`src/hw/rtl/bqcr_ram.sv`:
```
// generic single-write, single-read ram with registered read data
// no dependencies
`default_nettype none

module bqcr_ram #(
  parameter int WIDTH = 8,
  parameter int DEPTH = 16,
  localparam int AW = (DEPTH > 1) ? $clog2(DEPTH) : 1
) (
  input  wire logic             clk,
  input  wire logic             wr_en,
  input  wire logic [AW-1:0]    wr_addr,
  input  wire logic [WIDTH-1:0] wr_data,
  input  wire logic             rd_en,
  input  wire logic [AW-1:0]    rd_addr,
  output      logic [WIDTH-1:0] rd_data
);

  logic [WIDTH-1:0] mem [DEPTH];
  logic [WIDTH-1:0] rd_data_r;

  always_ff @(posedge clk) begin
    if (wr_en) begin
      mem[wr_addr] <= wr_data;
    end
    if (rd_en) begin
      rd_data_r <= mem[rd_addr];
    end
  end

  assign rd_data = rd_data_r;

endmodule

`default_nettype wire

```
`config.mk`:
```
export PLATFORM = sky130hd
export DESIGN_NAME = bqcr_ram
export DESIGN_NICKNAME = d
export VERILOG_FILES = /design/src/hw/rtl/bqcr_ram.sv
export SDC_FILE = /design/constraint.sdc
export NUM_CORES = 1
export LEC_CHECK = 0
export ABC_AREA = 1
export BUFFER_PORTS_ARGS = -buffer_cell sky130_fd_sc_hd__buf_2
export CAP_MARGIN = 20
export CORE_ASPECT_RATIO = 1.4
export CORE_UTILIZATION = 45
export CTS_BUF_LIST = sky130_fd_sc_hd__clkbuf_8
export CTS_CLUSTER_DIAMETER = 60
export DETAILED_ROUTE_END_ITERATION = 12
export PLACE_DENSITY = 0.68
export SLEW_MARGIN = 25
export SYNTH_ARGS = -nofsm -noshare
export SYNTH_HDL_FRONTEND = slang
export SYNTH_SLANG_ARGS = --single-unit
```
`constraint.sdc`:
```
create_clock -name clk -period 1.4 [get_ports clk]
set_input_delay 0.28 -clock clk [delete_from_list [all_inputs] [get_ports clk]]
set_output_delay 0.28 -clock clk [all_outputs]
set_load 0.005 [all_outputs]
```
# Word level (Yosys, flattened, before mapping)
# Memories as Yosys holds them, arrays and structs flattened. A register that Yosys moved wholly into a read port is not among the register bits.
# Cells that the tools add are included.
[word_totals]
regBits = 0
mem_bits_rw = 128
inputBits = 19
out_inout_bits = 8
wordCells = 3
mem_count = 1
[op_classes]
n_mux = 2
[memory_table]
columns = ["name", "depth", "word_bits", "rd", "rd_clocked_by_memory_dff", "write_ports", "line_no", "text"]
rows = [
  ["mem", 16, 8, 1, 1, 1, "19", "logic [WIDTH-1:0] mem [DEPTH];"],
]
[ops]
columns = ["op", "count"]
rows = [
  ["$mux 1", 2],
]

# Longest topological paths before layout
[logic_depth]
ltp_word = 2
mapped_depth = 8
ltp_nobuf = 7

# Worst setup path before layout
# OpenSTA, ideal clock, no wires.
[synth_timing]
kind = "in2reg"
from = "input wr_addr[2]"
to = "memory mem[10][0], enable pin"
setup_time_ns = 0.370
t_arrival_ns = 0.861
required_ns = 1.030
setup_slack_ns = 0.169
path_stages = 2
n_path_buf = 0
cell_sequence = "nand3b_1 -> nor2_1"
[synth_lines]
columns = ["item", "line_no", "text"]
rows = [
  ["from (decl)", "12", "input wire logic [AW-1:0] wr_addr,"],
  ["to (decl)", "19", ""],
]
# Straight into the memory's write port.

# Worst setup path in the final report
[layout_timing]
from = "register rd_data_r[4] (netlist: rd_data[4]) (read register of mem)"
to = "output rd_data[4]"
[layout_lines]
columns = ["item", "line_no", "text"]
rows = [
  ["from (decl)", "20", "logic [WIDTH-1:0] rd_data_r;"],
  ["to (decl)", "16", "output logic [WIDTH-1:0] rd_data"],
]
# No word-level cell between the ends.

==> results_dict.tcl <==
set metrics [dict create \
    status "complete, no violations" \
    path_cells "buf_2" \
    power.internal_w 0.00649 \
    avgViaCountPerCell 5.11 \
    vias 3893 \
    grt_remaining_overflow 0 \
    seqPwrFrac_pct 55.1 \
    gp_congestion 0.884 \
    grtUsageTotal_pct 21.0 \
    finClkSkew_ns 0.00702 \
    finalWorstSetupSlack_ns 0.126 \
    insertion_delay_ns 0.44 \
    synthAdderAreaFrac_pct 0 \
    slew_viol_final 0 \
    numClockSinks 136 \
    cts_hold_buffers 0 \
    crit_fanout 1 \
    rrSetupSlack_ns 0.29 \
    portBuffers 26 \
    ioPinCount 27 \
    netlist.area_leader.share_pct 69.8 \
    cpMaxStageDelayCell "edfxtp_1" \
    core-area_mm2 0.0125 \
    wirelength_um 13200 \
    grt_pass1_wl_um 20500 \
    clockBufferDepth 2 \
    finalSetupViolations 0 \
    cts_tree "built" \
    yosysMostFrequentCell "nand2_1" \
    worst_r2r_path_depth 6 \
    fin_nets 618 \
    fmax_mhz 785 \
    timing.rr.start "mem[13][5]" \
    cap_violations 0 \
    hold_depth 1 \
    relSlewSlack_pct 61.0 \
    switching_share_pct 22.5 \
    period_needed_ns 1.27 \
    finalHoldViolCount 0 \
    synth_top_family_by_area "simple AND/OR/NAND/NOR gates" \
    syn2layout_area_growth_pct 13.7 \
    p_clk_share_pct 38.1 \
    total_power_w 0.00837 \
    yosys.area.top_type "edfxtp_1" \
    async_flop_share_pct 0 \
    drt_first_pass_iters 7 \
    die_height_um 137 \
    fill_cells 1120 \
    drt-wirelength-per-cell_um 17.3 \
    ant_nets 0 \
    cts.clk_slew.worst_paths_ns 0.08 \
    cts_resized 0 \
    period_share_pct 91.0 \
    post-place-ws_ns -0.0834 \
    hold_class "in2reg" \
    crit_path_end_kind "output pin" \
    drcViolationCount 0 \
    cts_buffers 17 \
    synth_warnings 0 \
    dpl.hpwl_um 8620 \
    leakage_nw 2.87 \
    dp_cells 730 \
    ys.flop_type "edfxtp_1" \
    crit_buf_inv 1 \
    finalNonFillerCells 762 \
    synth_cells 551 \
    min_to "rd_data[3]" \
    irDropWorstVdd_mv 0.623 \
    cpPeakStageDelay_ns 0.40 \
    drt-initial-drc-count 339 \
    num_rows 48 \
    syn_avg_cell_area_um2 10.6 \
    synth_cell_types 11 \
    power.switching_w 0.00188 \
    rsz0062_at_grt "false" \
    critPathTopFamily "flip-flops" \
    utilization_pct 53.2 \
    ys_ff_latch 136 \
    synth_nets 570 \
    hp-start "rd_en" \
    arrival_ns 0.99 \
    start_util_pct 46.8 \
    worstMarginPinSlew_ns 0.585 \
    synth-simple-area-share_pct 20.8 \
    synth.mux.area_fraction_pct 0 \
    ys_seq_area_share_pct 69.8 \
    drive_gt1_share_pct 13.4 \
    crit_path_start_kind "flip-flop" \
    reg2reg_to "rd_data[5]" \
    htreeDepth 4 \
    combinationalPowerShare_pct 6.9 \
    tns_ns 0 \
    postCtsSetupRepairBufs 0 \
    synthTopCellsByCount "nand2_1, edfxtp_1, inv_1" \
    grt_pass1_vias 3677 \
    antennaDiodeCount 0 \
    die_area_mm2 0.0135 \
    critical_path_class "reg2out" \
    die_w_um 98.3 \
    synth-edff-count 136 \
    crit_required_ns 1.12 \
    yosys-top-cells-area "edfxtp_1, nand2_1, nand3_1, inv_1, buf_6" \
    grt_start_max_net_pins 33 \
    antenna_found_initial 0 \
    powerDensity_mw_per_mm2 1260 \
    synth.cell_area_mm2 0.00585 \
    cts_root_buffer "clkbuf_8" \
    synth_compound_area_share_pct 0 \
    synth-xor-area-share_pct 0 \
]
[state kept, by name, summed over array words and instances, names as in the netlist]
register / cells
rd_data: 8
mem: 128
[cells in the final DEF (no fill, tap or decap)]
| cell | n |
|---|---|
| clkbuf_8 | 17 |
| clkinv_2 | 1 |
| inv_2 | 2 |
| nor2_1 | 17 |
| edfxtp_1 | 136 |
| nand3b_1 | 2 |
| buf_2 | 26 |
| inv_1 | 100 |
| clkinv_1 | 5 |
| clkinvlp_4 | 5 |
| nand3_1 | 97 |
| clkinv_4 | 1 |
| buf_12 | 4 |
| bufinv_16 | 3 |
| nand2_1 | 173 |
| buf_4 | 23 |
[how the worst max path moves through the flow]
| stage | startpoint | to | slack, ns | cells after the start |
|---|---|---|---|---|
| 6_report | rd_data[4] | rd_data[4] | 0.13 | 1 |
| 2_1_floorplan | wr_addr[2] | mem[10][0] | 0.17 | 2 |
| 4_1_cts | rd_data[4] | rd_data[4] | 0.10 | 1 |
| 3_3_place_gp | rd_addr[0] | rd_data[6] | -0.07 | 7 |
| 5_1_grt | rd_data[4] | rd_data[4] | 0.09 | 1 |
| 3_5_place_dp | rd_addr[1] | rd_data[4] | -0.08 | 6 |
[final cells by class]
| cell class | count | area, µm² | share of cell area [%] |
|---|---|---|---|
| clock inverter | 15 | 160 | 2.41 |
| tap | 150 | 188 | 2.82 |
| timing repair buffer | 53 | 383 | 5.76 |
| clock buffer | 17 | 234 | 3.52 |
| multi-input combinational | 289 | 1210 | 18.3 |
| sequential | 136 | 4080 | 61.5 |
| inverter | 102 | 383 | 5.76 |
[stage by stage]
stage / cell area (µm²) / hold slack [ns]
after floorplan: 5850 / 0.379
after CTS: 6650 / 0.174
after detailed placement: 6250 / 0.644
final: 6650 / 0.196
after global routing: 6650 / 0.173
after global placement: 6250 / 0.643
[cell families (layout without fill, tap and decap cells)]
logic type,after synthesis,in the layout
buffers and inverters,126,187
DFF,136,136
and+or+nand+nor,289,289
[routing by layer]
layer / wire length, µm / vias to the layer above / track usage, %
met5: 0 / - / 0
met3: 599 / 18 / 4.34
met4: 276 / 0 / 9.04
met2: 6700 / 143 / 36.2
met1: 5590 / 1856 / 25.9
li1: - / 1876 / -
[power by group through the flow]
stage | logic (W) | registers, W | clock network, W
floorplan | 0.000322 | 0.00469 | 0
global placement | 0.000563 | 0.00470 | 0
detailed placement | 0.000574 | 0.00470 | 0
CTS | 0.000577 | 0.00461 | 0.00323
global route | 0.000631 | 0.00461 | 0.00337
finish | 0.000573 | 0.00461 | 0.00319
Power figures use the tool's default switching activity.
